`config.mk`:
```
export PLATFORM = sky130hd
export DESIGN_NAME = rpn_ctrl
export DESIGN_NICKNAME = d
export VERILOG_FILES = /design/src/hw/rtl/rpn_pkg.sv /design/src/hw/rtl/rpn_ctrl.sv
export SDC_FILE = /design/constraint.sdc
export NUM_CORES = 1
export LEC_CHECK = 0
export BUFFER_PORTS_ARGS = -buffer_cell sky130_fd_sc_hd__buf_2
export CAP_MARGIN = 20
export CORE_AREA = 2 2 39 41
export CTS_BUF_LIST = sky130_fd_sc_hd__clkbuf_4 sky130_fd_sc_hd__clkbuf_8
export CTS_CLUSTER_DIAMETER = 50
export DETAILED_ROUTE_END_ITERATION = 10
export DIE_AREA = 0 0 41 43
export PLACE_DENSITY = 0.61
export SLEW_MARGIN = 0
export SYNTH_ARGS = -nofsm -noshare
export SYNTH_HDL_FRONTEND = slang
export SYNTH_SLANG_ARGS = --single-unit
```
`constraint.sdc`:
```
create_clock -name clk -period 1.4 [get_ports clk]
set_clock_uncertainty 0.05 [all_clocks]
set_input_delay 0.28 -clock clk [delete_from_list [all_inputs] [get_ports clk]]
set_output_delay 0.28 -clock clk [all_outputs]
set_load 0.02 [all_outputs]
```
`src/hw/rtl/rpn_pkg.sv`:
```
// Shared types, codes and arithmetic helpers for the RPN stack evaluator.
`default_nettype none
package rpn_pkg;

  localparam int unsigned StackDepth = 128;

  typedef enum logic [3:0] {
    FN_PUSH  = 4'd0,
    FN_ADD   = 4'd1,
    FN_SUB   = 4'd2,
    FN_MUL   = 4'd3,
    FN_DIV   = 4'd4,
    FN_MOD   = 4'd5,
    FN_SHOW  = 4'd6,
    FN_DUP   = 4'd7,
    FN_SWAP  = 4'd8,
    FN_CLEAR = 4'd9,
    FN_POP   = 4'd10
  } func_t;

  typedef enum logic [2:0] {
    ERR_NONE    = 3'd0,
    ERR_EMPTY   = 3'd1,
    ERR_FULL    = 3'd2,
    ERR_DIV0    = 3'd3,
    ERR_MOD0    = 3'd4,
    ERR_SWAP    = 3'd5,
    ERR_UNKNOWN = 3'd6
  } err_t;

  typedef enum logic [1:0] {
    KIND_NONE = 2'd0,
    KIND_SHOW = 2'd1,
    KIND_POP  = 2'd2
  } kind_t;

  typedef enum logic [3:0] {
    ST_IDLE,
    ST_RD_B,
    ST_WAIT_B,
    ST_RD_A,
    ST_WAIT_A,
    ST_MUL,
    ST_DIV_START,
    ST_DIV,
    ST_DIV_FIX,
    ST_WRITE,
    ST_SWAP_W,
    ST_OUT
  } state_t;

  // datapath operations issued by the controller
  typedef enum logic [2:0] {
    OP_NONE,
    OP_LOAD_B,
    OP_LOAD_A,
    OP_MUL,
    OP_DIV_START,
    OP_DIV_STEP,
    OP_DIV_FIX
  } dp_op_t;

  typedef struct packed {
    dp_op_t op;
  } dp_cmd_t;

  typedef struct packed {
    logic div_done;
  } dp_sts_t;

  function automatic logic [31:0] sat32(input logic signed [65:0] v);
    if (v > 66'sd2147483647) return 32'h7FFF_FFFF;
    if (v < -66'sd2147483648) return 32'h8000_0000;
    return v[31:0];
  endfunction

endpackage
`default_nettype wire

```
`src/hw/rtl/rpn_ctrl.sv`:
```
// Controller state machine: sequences stack reads, datapath work and writes.
`default_nettype none
module rpn_ctrl (
  input  wire logic           clk,
  input  wire logic           rst,
  input  wire logic           in_fire,
  input  wire rpn_pkg::func_t in_func,
  input  wire rpn_pkg::func_t func,
  input  wire logic           out_free,
  input  wire rpn_pkg::dp_sts_t sts,
  output rpn_pkg::state_t     state,
  output rpn_pkg::dp_cmd_t    cmd
);

  rpn_pkg::state_t state_next;
  logic binop;

  // decode the incoming request, the registered copy is not loaded yet
  assign binop = (in_func == rpn_pkg::FN_ADD) || (in_func == rpn_pkg::FN_SUB) ||
                 (in_func == rpn_pkg::FN_MUL) || (in_func == rpn_pkg::FN_DIV) ||
                 (in_func == rpn_pkg::FN_MOD);

  always_ff @(posedge clk) begin
    if (rst) state <= rpn_pkg::ST_IDLE;
    else state <= state_next;
  end

  always_comb begin
    state_next = state;
    case (state)
      rpn_pkg::ST_IDLE:    if (in_fire) state_next = binop ? rpn_pkg::ST_RD_B : rpn_pkg::ST_WRITE;
      rpn_pkg::ST_RD_B:    state_next = rpn_pkg::ST_WAIT_B;
      rpn_pkg::ST_WAIT_B:  state_next = rpn_pkg::ST_RD_A;
      rpn_pkg::ST_RD_A:    state_next = rpn_pkg::ST_WAIT_A;
      rpn_pkg::ST_WAIT_A: begin
        if (func == rpn_pkg::FN_MUL) state_next = rpn_pkg::ST_MUL;
        else if (func == rpn_pkg::FN_DIV || func == rpn_pkg::FN_MOD)
          state_next = rpn_pkg::ST_DIV_START;
        else state_next = rpn_pkg::ST_WRITE;
      end
      rpn_pkg::ST_MUL:     state_next = rpn_pkg::ST_WRITE;
      rpn_pkg::ST_DIV_START: state_next = rpn_pkg::ST_DIV;
      rpn_pkg::ST_DIV:     if (sts.div_done) state_next = rpn_pkg::ST_DIV_FIX;
      rpn_pkg::ST_DIV_FIX: state_next = rpn_pkg::ST_WRITE;
      rpn_pkg::ST_WRITE:   state_next = (func == rpn_pkg::FN_SWAP) ? rpn_pkg::ST_SWAP_W
                                                                  : rpn_pkg::ST_OUT;
      rpn_pkg::ST_SWAP_W:  state_next = rpn_pkg::ST_OUT;
      rpn_pkg::ST_OUT:     if (out_free) state_next = rpn_pkg::ST_IDLE;
      default:             state_next = rpn_pkg::ST_IDLE;
    endcase
  end

  always_comb begin
    cmd.op = rpn_pkg::OP_NONE;
    case (state)
      rpn_pkg::ST_WAIT_B: cmd.op = rpn_pkg::OP_LOAD_B;
      rpn_pkg::ST_WAIT_A: begin
        cmd.op = rpn_pkg::OP_LOAD_A;
      end
      rpn_pkg::ST_MUL:    cmd.op = rpn_pkg::OP_MUL;
      rpn_pkg::ST_DIV_START: cmd.op = rpn_pkg::OP_DIV_START;
      rpn_pkg::ST_DIV:    cmd.op = rpn_pkg::OP_DIV_STEP;
      rpn_pkg::ST_DIV_FIX: cmd.op = rpn_pkg::OP_DIV_FIX;
      default: cmd.op = rpn_pkg::OP_NONE;
    endcase
  end

endmodule
`default_nettype wire

```
==> results.py <==
metrics = {
    "sta": {
        "setup_viol": 3,
        "max_slew_margin": 0.8209,
        "fin_crit_sh": 1.043,
        "maxSlewViolCount": 0,
        "fmax_mhz": 685.0,
        "final_hold_viol_count": 0,
        "worst_pin_slew_ns": 0.2649,
        "fin_ws_ns": -0.05986,
        "rsz0062_at_grt": "true",
        "min_period_ns": 1.460,
    },
    "route": {
        "drt-vias-per-instance": 5.440,
        "drtIter0Drc": 8,
        "vias": 544,
        "drt_wl_total_um": 1249,
        "post_drt_wl_per_cell_um": 12.49,
        "drcViolationCount": 0,
        "drt-pass1-iter-count": 4,
        "ant_nets": 0,
    },
    "yosys": {
        "synthDominantCellAreaShare": 0.1893,
        "synth_edf_count": 0,
        "synth_ff_type": "dfxtp_1",
        "syn_avg_cell_area_um2": 7.689,
        "ys_seq_elements": 4,
        "synth_cell_types": 31,
        "yosysMostFrequentCell": "nor2_1",
        "syn-cell-area_um2": 422.9,
        "yosys.area.top_type": "dfxtp_1",
        "synthTopCellsByCount": "5 x nor2_1, 4 x buf_2, 4 x dfxtp_1, 4 x nand2_1",
        "ys_seq_area_frac": 0.1893,
        "syn_inst": 55,
        "synth.net_count": 68,
        "ys_warn_count": 0,
        "synthArstFlopShare": 0,
        "synth_area_leaders": "dfxtp_1 19%, a2111oi_4 6.5%, a21o_1 5.3%",
    },
    "grt": {
        "grt_pass1_wl_um": 1869,
        "antenna_found_initial": 0,
        "top_usage_layer": "met2",
        "grt_use_met1": 0.2019,
        "grt_usage": 0.1585,
        "overflow": 0,
        "grt_pass1_vias": 466,
        "gr-usage-met3": 0.01571,
        "use_met2": 0.2406,
        "grt_max_degree": 12,
    },
    "flow_run": {
        "drv_cap": 0,
    },
    "floorplanning": {
        "die_w_um": 41,
        "start_util": 0.3056,
        "dieArea_um2": 1763,
        "row_count": 14,
        "core_um2": 1384,
        "die_h_um": 43,
        "ios": 20,
    },
    "clock_network": {
        "path_clk_slew_ns": 0.04,
        "hold_buffers": 0,
        "cts_tree": "done",
        "cts_num_sinks": 4,
        "clock_path_buffers": 2,
        "worstSkewPairLatency_ns": 0.24,
        "cts_root_buf": "clkbuf_4",
        "cts_max_level": 1,
        "cts_made_buffers": 3,
    },
    "setup_path": {
        "crit_required_ns": 1.07,
        "start_kind": "register",
        "cpMaxStageDelayCell": "dfxtp_4",
        "crit_fanout": 7,
        "path_class": "reg -> out",
        "max_stage_delay_ns": 0.37,
        "cp-end-kind": "primary output",
        "path_cells": "nand2b_4, o21a_1, nor2_2, buf_6",
        "arrival_ns": 1.13,
    },
    "pwr": {
        "powerDensity_nw_per_um2": 2152,
        "leakage_nw": 0.3169,
        "totalPowerFinal_mw": 1.529,
        "ir_worst_vdd_mv": 1.204,
    },
    "final_layout": {
        "nets": 99,
        "final_area_um2": 710.7,
        "diodes": 0,
        "fin_cells": 100,
        "area_growth_pct": 68.05,
        "seq_area_um2": 92.59,
        "fill_cells": 140,
        "top_register": "state",
        "reg_top3": "state: 4 flops",
        "multi_input_area_um2": 359.1,
        "largest_reg_flops": 4,
        "drive_above_1_share": 0.5952,
    },
    "status": {
        "outcome": "complete, but fails checks",
        "violations": "negative setup slack",
    },
    "placed_design": {
        "dp_hpwl_um": 894.9,
        "gp_congestion": 0.8422,
        "port_buffers": 19,
        "place_inst": 93,
        "placed_area_um2": 593.1,
        "dp_slack_ns": -0.02453,
    },
    "min_path": {
        "min_path_type": "in -> reg",
    },
}
==> through the flow <==
stage          TNS (ns)  utilization  hold slack, ns
2_1_floorplan         0            -          0.2994
3_3_place_gp          0       0.4286          0.4650
3_5_place_dp   -0.02453       0.4286          0.4687
4_1_cts         -0.1341       0.4873          0.2067
5_1_grt         -0.3059       0.5136          0.2258
6_report        -0.1243       0.5136          0.2160
==> cell families after synthesis <==
family	count (synthesis)	synth area share
and+or+nand+nor	26	0.3728
AOI/OAI and AO/OA	20	0.3817
DFF	4	0.1894
buffers and inverters	5	0.05621
==> report_power, final <==
group | switching, mW | leakage [nW] | internal [mW]
clock | 0.0496 | 0.0138 | 0.0960
sequential | 0.0932 | 0.0353 | 0.190
combinational | 0.539 | 0.268 | 0.562
==> routing by layer <==
metal  share of wire  up-vias
met1            0.42      241
met2            0.49       25
met3           0.075        3
li1                -      275
met5               0        -
met4           0.022        0
==> placed cells by master (no fill, tap or decap), types with 2 or more instances in the layout <==
| master | Yosys | layout |
|---|---|---|
| a21o_1 | 3 | 3 |
| a21oi_1 | 3 | 2 |
| buf_2 | 4 | 16 |
| buf_4 | 0 | 9 |
| buf_6 | 0 | 4 |
| clkbuf_4 | 0 | 3 |
| dfxtp_4 | 0 | 3 |
| nand2_1 | 4 | 2 |
| nand2_2 | 0 | 2 |
| nand3_1 | 2 | 2 |
| nor2_1 | 5 | 2 |
| nor2_2 | 0 | 2 |
| nor3_1 | 2 | 2 |
| nor3b_1 | 3 | 3 |
| o21bai_1 | 3 | 3 |
==> path summary, 6_finish.rpt <==
kind                 start       end  slack [ns]  depth (start not counted)
setup / recovery  state[2]    cmd[0]       -0.06                          4
hold / removal         rst  state[1]        0.22                          2
setup reg to reg  state[0]  state[3]        0.05                          5
hold reg to reg   state[1]  state[0]        0.60                          2
==> cell type report <==
cell class                      count  share of cell area
Multi-Input combinational cell     46              0.5053
Tap cell                           16             0.02817
Sequential cell                     4              0.1303
Timing Repair Buffer               30              0.2993
Inverter                            1            0.005282
Clock buffer                        3             0.03169
==> worst max-delay path, delay by kind of cell, from the launching register on <==
family | cells | cell delay, ns
simple gates | 2 | 0.24
compound gates | 1 | 0.17
flops | 1 | 0.37
buf+inv | 1 | 0.12
==> what timing repair did <==
item / CTS / global route
buffers inserted: 2 / 2
pin swaps: 1 / 1
resized for setup: 14 / 7
endpoints found under the setup margin: 4 / 4
hold endpoints to repair: 0 / 0
(Power assumes the default switching activity.)
