### config.mk
export PLATFORM = sky130hd
export DESIGN_NAME = rpn_datapath
export DESIGN_NICKNAME = d
export VERILOG_FILES = /design/src/hw/rtl/rpn_pkg.sv /design/src/hw/rtl/rpn_datapath.sv
export SDC_FILE = /design/constraint.sdc
export NUM_CORES = 2
export LEC_CHECK = 0
export BUFFER_PORTS_ARGS = -buffer_cell sky130_fd_sc_hd__buf_2
export CAP_MARGIN = 5
export CORE_ASPECT_RATIO = 0.8
export CORE_MARGIN = 2
export CORE_UTILIZATION = 25
export DETAILED_ROUTE_END_ITERATION = 8
export PLACE_DENSITY_LB_ADDON = 0.2
export SLEW_MARGIN = 0
export SYNTH_ARGS = -nofsm -noshare
export SYNTH_HDL_FRONTEND = slang
export SYNTH_SLANG_ARGS = --single-unit
### constraint.sdc
create_clock -name clk -period 8.9 [get_ports clk]
set_clock_uncertainty 0.1 [all_clocks]
set_input_delay 0.445 -clock clk [delete_from_list [all_inputs] [get_ports clk]]
set_output_delay 0.445 -clock clk [all_outputs]
set_load 0.01 [all_outputs]
### src/hw/rtl/rpn_pkg.sv
// Shared types, codes and arithmetic helpers for the RPN stack evaluator.
`default_nettype none
package rpn_pkg;

  localparam int unsigned StackDepth = 128;

  typedef enum logic [3:0] {
    FN_PUSH  = 4'd0,
    FN_ADD   = 4'd1,
    FN_SUB   = 4'd2,
    FN_MUL   = 4'd3,
    FN_DIV   = 4'd4,
    FN_MOD   = 4'd5,
    FN_SHOW  = 4'd6,
    FN_DUP   = 4'd7,
    FN_SWAP  = 4'd8,
    FN_CLEAR = 4'd9,
    FN_POP   = 4'd10
  } func_t;

  typedef enum logic [2:0] {
    ERR_NONE    = 3'd0,
    ERR_EMPTY   = 3'd1,
    ERR_FULL    = 3'd2,
    ERR_DIV0    = 3'd3,
    ERR_MOD0    = 3'd4,
    ERR_SWAP    = 3'd5,
    ERR_UNKNOWN = 3'd6
  } err_t;

  typedef enum logic [1:0] {
    KIND_NONE = 2'd0,
    KIND_SHOW = 2'd1,
    KIND_POP  = 2'd2
  } kind_t;

  typedef enum logic [3:0] {
    ST_IDLE,
    ST_RD_B,
    ST_WAIT_B,
    ST_RD_A,
    ST_WAIT_A,
    ST_MUL,
    ST_DIV_START,
    ST_DIV,
    ST_DIV_FIX,
    ST_WRITE,
    ST_SWAP_W,
    ST_OUT
  } state_t;

  // datapath operations issued by the controller
  typedef enum logic [2:0] {
    OP_NONE,
    OP_LOAD_B,
    OP_LOAD_A,
    OP_MUL,
    OP_DIV_START,
    OP_DIV_STEP,
    OP_DIV_FIX
  } dp_op_t;

  typedef struct packed {
    dp_op_t op;
  } dp_cmd_t;

  typedef struct packed {
    logic div_done;
  } dp_sts_t;

  function automatic logic [31:0] sat32(input logic signed [65:0] v);
    if (v > 66'sd2147483647) return 32'h7FFF_FFFF;
    if (v < -66'sd2147483648) return 32'h8000_0000;
    return v[31:0];
  endfunction

endpackage
`default_nettype wire

### src/hw/rtl/rpn_datapath.sv
// Datapath: operand registers, multiplier, iterative divider and result select.
`default_nettype none
module rpn_datapath (
  input  wire logic                 clk,
  input  wire logic                 rst,
  input  wire rpn_pkg::dp_cmd_t     cmd,
  input  wire rpn_pkg::func_t       func,
  input  wire logic [31:0]          rd_data,
  input  wire logic                 b_valid,
  input  wire logic                 a_valid,
  output rpn_pkg::dp_sts_t          sts,
  output logic [31:0]               result,
  output logic                      b_zero
);

  logic signed [31:0] a_reg;
  logic signed [31:0] b_reg;
  logic signed [63:0] prod;
  logic [63:0]        rem;
  logic [47:0]        quot;
  logic [31:0]        dvsr;
  logic [5:0]         cnt;
  logic               neg;
  logic [31:0]        qres;
  logic [47:0]        num_mag;
  logic [15:0]        ia_mag;
  logic [15:0]        ib_mag;
  logic [48:0]        trial;
  logic               is_mod;

  always_comb begin
    // integer parts truncated toward zero
    ia_mag = a_reg[31] ? 16'((-33'(a_reg)) >>> 16) : a_reg[31:16];
    ib_mag = b_reg[31] ? 16'((-33'(b_reg)) >>> 16) : b_reg[31:16];
  end

  assign is_mod = (func == rpn_pkg::FN_MOD);
  assign b_zero = is_mod ? (ib_mag == 16'd0) : (b_reg == 32'sd0);

  always_comb begin
    logic [31:0] am;
    am = a_reg[31] ? 32'(-33'(a_reg)) : 32'(a_reg);
    num_mag = is_mod ? 48'(ia_mag) : {am, 16'd0};
  end

  assign trial = {rem[47:0], quot[47]} - {17'd0, dvsr};

  always_ff @(posedge clk) begin
    if (rst) begin
      cnt <= 6'd0;
    end else begin
      case (cmd.op)
        rpn_pkg::OP_LOAD_B: b_reg <= b_valid ? rd_data : 32'd0;
        rpn_pkg::OP_LOAD_A: a_reg <= a_valid ? rd_data : 32'd0;
        rpn_pkg::OP_MUL: prod <= a_reg * b_reg;
        rpn_pkg::OP_DIV_START: begin
          quot <= num_mag;
          rem  <= 64'd0;
          dvsr <= is_mod ? 32'(ib_mag) : (b_reg[31] ? 32'(-33'(b_reg)) : 32'(b_reg));
          neg  <= is_mod ? a_reg[31] : (a_reg[31] ^ b_reg[31]);
          cnt  <= 6'd48;
        end
        rpn_pkg::OP_DIV_STEP: begin
          if (!trial[48]) begin
            rem  <= 64'(trial[47:0]);
            quot <= {quot[46:0], 1'b1};
          end else begin
            rem  <= {rem[62:0], quot[47]};
            quot <= {quot[46:0], 1'b0};
          end
          cnt <= cnt - 6'd1;
        end
        rpn_pkg::OP_DIV_FIX: begin
          if (is_mod) begin
            qres <= neg ? 32'({-17'(rem[15:0]), 16'd0}) : {rem[15:0], 16'd0};
          end else begin
            qres <= rpn_pkg::sat32(neg ? -66'(quot) : 66'(quot));
          end
        end
        default: ;
      endcase
    end
  end

  assign sts.div_done = (cnt == 6'd1);

  always_comb begin
    logic signed [65:0] s;
    s = 66'sd0;
    case (func)
      rpn_pkg::FN_ADD: s = 66'(a_reg) + 66'(b_reg);
      rpn_pkg::FN_SUB: s = 66'(a_reg) - 66'(b_reg);
      rpn_pkg::FN_MUL: s = 66'(prod >>> 16);
      default: s = 66'sd0;
    endcase
    if (func == rpn_pkg::FN_DIV || func == rpn_pkg::FN_MOD) result = qres;
    else result = rpn_pkg::sat32(s);
  end

endmodule
`default_nettype wire

==> metrics.yaml <==
global_route:
  grt_pass1_vias: 45500
  globalRouteOverflowTotal: 0
  antenna_found_initial: 12
  grt_pass1_wl_um: 316000
  grt_usage_pct: 18.7
  grt_max_degree: 65
clocking:
  clock-root-buffer: "clkbuf_16"
  clkSinkCount: 279
  clockBufferDepth: 3
  clkTransAtPathRegs_ns: 0.06
  cts_tree: "done"
  cts-buffers-inserted: 42
  clock_latency_ns: 0.64
  cts_htree_levels: 2
logic_synthesis:
  synth-edff-count: 273
  synth_seq_area_share_pct: 14.9
  syn-cell-area_mm2: 0.0560
  syn_area_per_cell_um2: 9.22
  synthFlopType: "edfxtp_1"
  synthDistinctLibCells: 95
  synth_area_leaders: "fa_1 39%, edfxtp_1 15%, inv_1 8.1%, ha_1 6.3%, and2_1 5.8%"
  yosys.area.top_type: "fa_1"
  synthDominantCellAreaShare_pct: 38.7
  synthArstFlopShare_pct: 0
  synthCells: 6074
  yosys_warnings: 0
  ys_seq_elements: 279
  syn-num-nets: 7485
sta:
  slew_headroom_pct: 22.0
  tightest_slew_ns: 1.16
  final.period_utilization_pct: 96.1
  setup_violations: 0
  finalSetupTns_ns: 0
  holdWs_ns: 0.0527
  finalHoldViolCount: 0
  rsz0062_at_grt: "no"
  drv_slew: 0
  min_period_ns: 8.56
  fmax_ghz: 0.117
placed_design:
  dp_hpwl_um: 172000
  gp_congestion: 0.931
  placed_cells: 9019
  port_buffers: 76
worst_setup_path:
  reg2reg_slack_ns: 0.34
  cp-end-kind: "flop"
  cp_data_arrival_time_ns: 8.83
  crit_fanout: 15
  crit_type: "flop to flop"
  r2r-end: "prod[55]"
  crit_start: "a_reg[13]"
  cp.required_ns: 9.18
  worst_r2r_path_depth: 25
  cp-start-kind: "flop"
  r2r-start: "a_reg[13]"
floorplan:
  rows: 155
  die_h_um: 427
  boundaryPins: 77
  initial_core_util_pct: 25.1
  core_area_mm2: 0.223
  fp.dieW_um: 533
  die-area_mm2: 0.228
final_layout:
  finalNonFillerCells: 9107
  layout.nets: 7502
  multiInputGateArea_mm2: 0.0419
  drive_above_1_share_pct: 7.35
  fill_cells: 23700
  regArea_mm2: 0.00832
  top_regs: "prod (48), quot (48), rem (48)"
  syn2layout_area_growth_pct: 11.7
route:
  vias: 43100
  first_pass_iters: 6
  wl_per_cell_um: 23.2
  drt_iter0_drc: 3832
  wl_um: 211000
  viasPerCell: 4.74
  drc: 0
  ant_nets: 0
hold_path:
  hp-class: "primary input to flop"
  min_delay_path_depth: 2
  min_to: "b_reg[0]"
  hp-start: "rd_data[0]"
run:
  maxCapViolations: 0
outcome:
  outcome: "complete, no violations"
[final cells by class]
type	count	area share [%]
Sequential cell	279	13.3
Tap cell	2983	5.96
Inverter	1212	7.27
Antenna cell	4	0.0160
Clock inverter	23	0.436
Timing Repair Buffer	328	4.38
Multi-Input combinational cell	4228	66.9
Clock buffer	50	1.73
[cell families after synthesis]
| group | share of synthesized area (%) |
|---|---|
| AO/OA/AOI/OAI | 9.55 |
| XOR/XNOR | 3.22 |
| adder cells (fa/ha/maj) | 45.1 |
| buffers and inverters | 10.6 |
| flip-flops | 14.9 |
| multiplexers | 0.422 |
| AND/OR/NAND/NOR | 16.3 |
[cell usage in the layout, fill, tap and decap left out, types with 36 or more instances in the layout]
master	count
a21o_1	58
a21oi_1	214
and2_1	520
buf_12	36
buf_2	76
buf_4	208
clkbuf_16	42
edfxtp_1	273
fa_1	1084
ha_1	284
inv_1	1208
nand2_1	663
nand3_1	45
nand4_1	49
nor2_1	259
nor3_1	47
o21ai_0	178
o31ai_1	48
or3_1	46
xnor2_1	118
xor2_1	88
[synth_stat cells, types with 10 or more instances]
library cell	instances
o221ai_2	10
nand2b_1	26
a22oi_1	18
nand2_1	664
inv_1	1208
o21bai_1	23
o21a_1	21
o221ai_1	12
o21ai_0	178
nor4_1	28
or2_2	11
buf_1	13
o21ai_1	18
o211ai_1	15
nor3_1	48
or4_1	30
edfxtp_1	273
a21o_1	58
o22ai_1	24
nand3_1	45
and2_1	520
a222oi_1	11
xor2_1	88
o41ai_1	26
a31oi_1	35
a21oi_1	214
or3_1	46
o31ai_1	48
a211oi_1	18
a221o_1	15
xnor2_1	118
and3_1	19
clkbuf_1	329
nor2b_1	17
nor2_1	263
mux2i_1	18
nand4_1	49
fa_1	1084
ha_1	284
[how the worst max path moves through the flow]
stage,to,slack (ns),depth (start not counted)
after detailed placement,prod[63],0.14,30
after global routing,prod[60],0.02,26
after floorplan,prod[63],0.35,29
after global placement,prod[63],0.13,30
final,prod[55],0.34,25
after CTS,prod[63],0.15,30
[through the flow]
stage                     setup slack [ns]  util [%]  area (µm²)
after CTS                            0.146      28.1       62500
after floorplan                      0.350         -       56000
after global placement               0.130      27.4       61100
after global routing                0.0240      28.1       62600
after detailed placement             0.138      27.4       61100
final                                0.344      28.1       62600
[repair_timing]
action,in CTS,in global routing
buffers inserted,0,4
hold endpoints to repair,13,0
hold buffers,7,0
gates resized for setup,0,3
endpoints found under the setup margin,0,3
[routing by layer]
layer  vias up  global-route usage, %  share of wire [%]
li1      19100                      -                  -
met2      1362                   27.8                 42
met3       168                   2.92                6.7
met5         -                      0             0.0047
met4         2                   3.30                1.9
met1     22500                   28.4                 49
[critical path, stage by stage (launching register included)]
cell and delay, ns:
edfxtp_1 0.73, buf_4 0.28, buf_4 0.25, nand2_1 0.09
fa_1 0.49, fa_1 0.49, inv_1 0.05, fa_1 0.53
fa_1 0.45, fa_1 0.55, fa_1 0.52, fa_1 0.55
inv_1 0.06, fa_1 0.61, inv_1 0.06, ha_1 0.31
a21o_1 0.21, a31oi_1 0.20, o311a_1 0.17, a21oi_1 0.06
or4_1 0.52, a21o_1 0.23, a211o_1 0.32, a21oi_1 0.21
o21ai_0 0.13, xor2_1 0.15
Power is left out: the tool's default activity adds up to more than one toggle a clock period on the data nets, which glitch-free logic cannot reach.
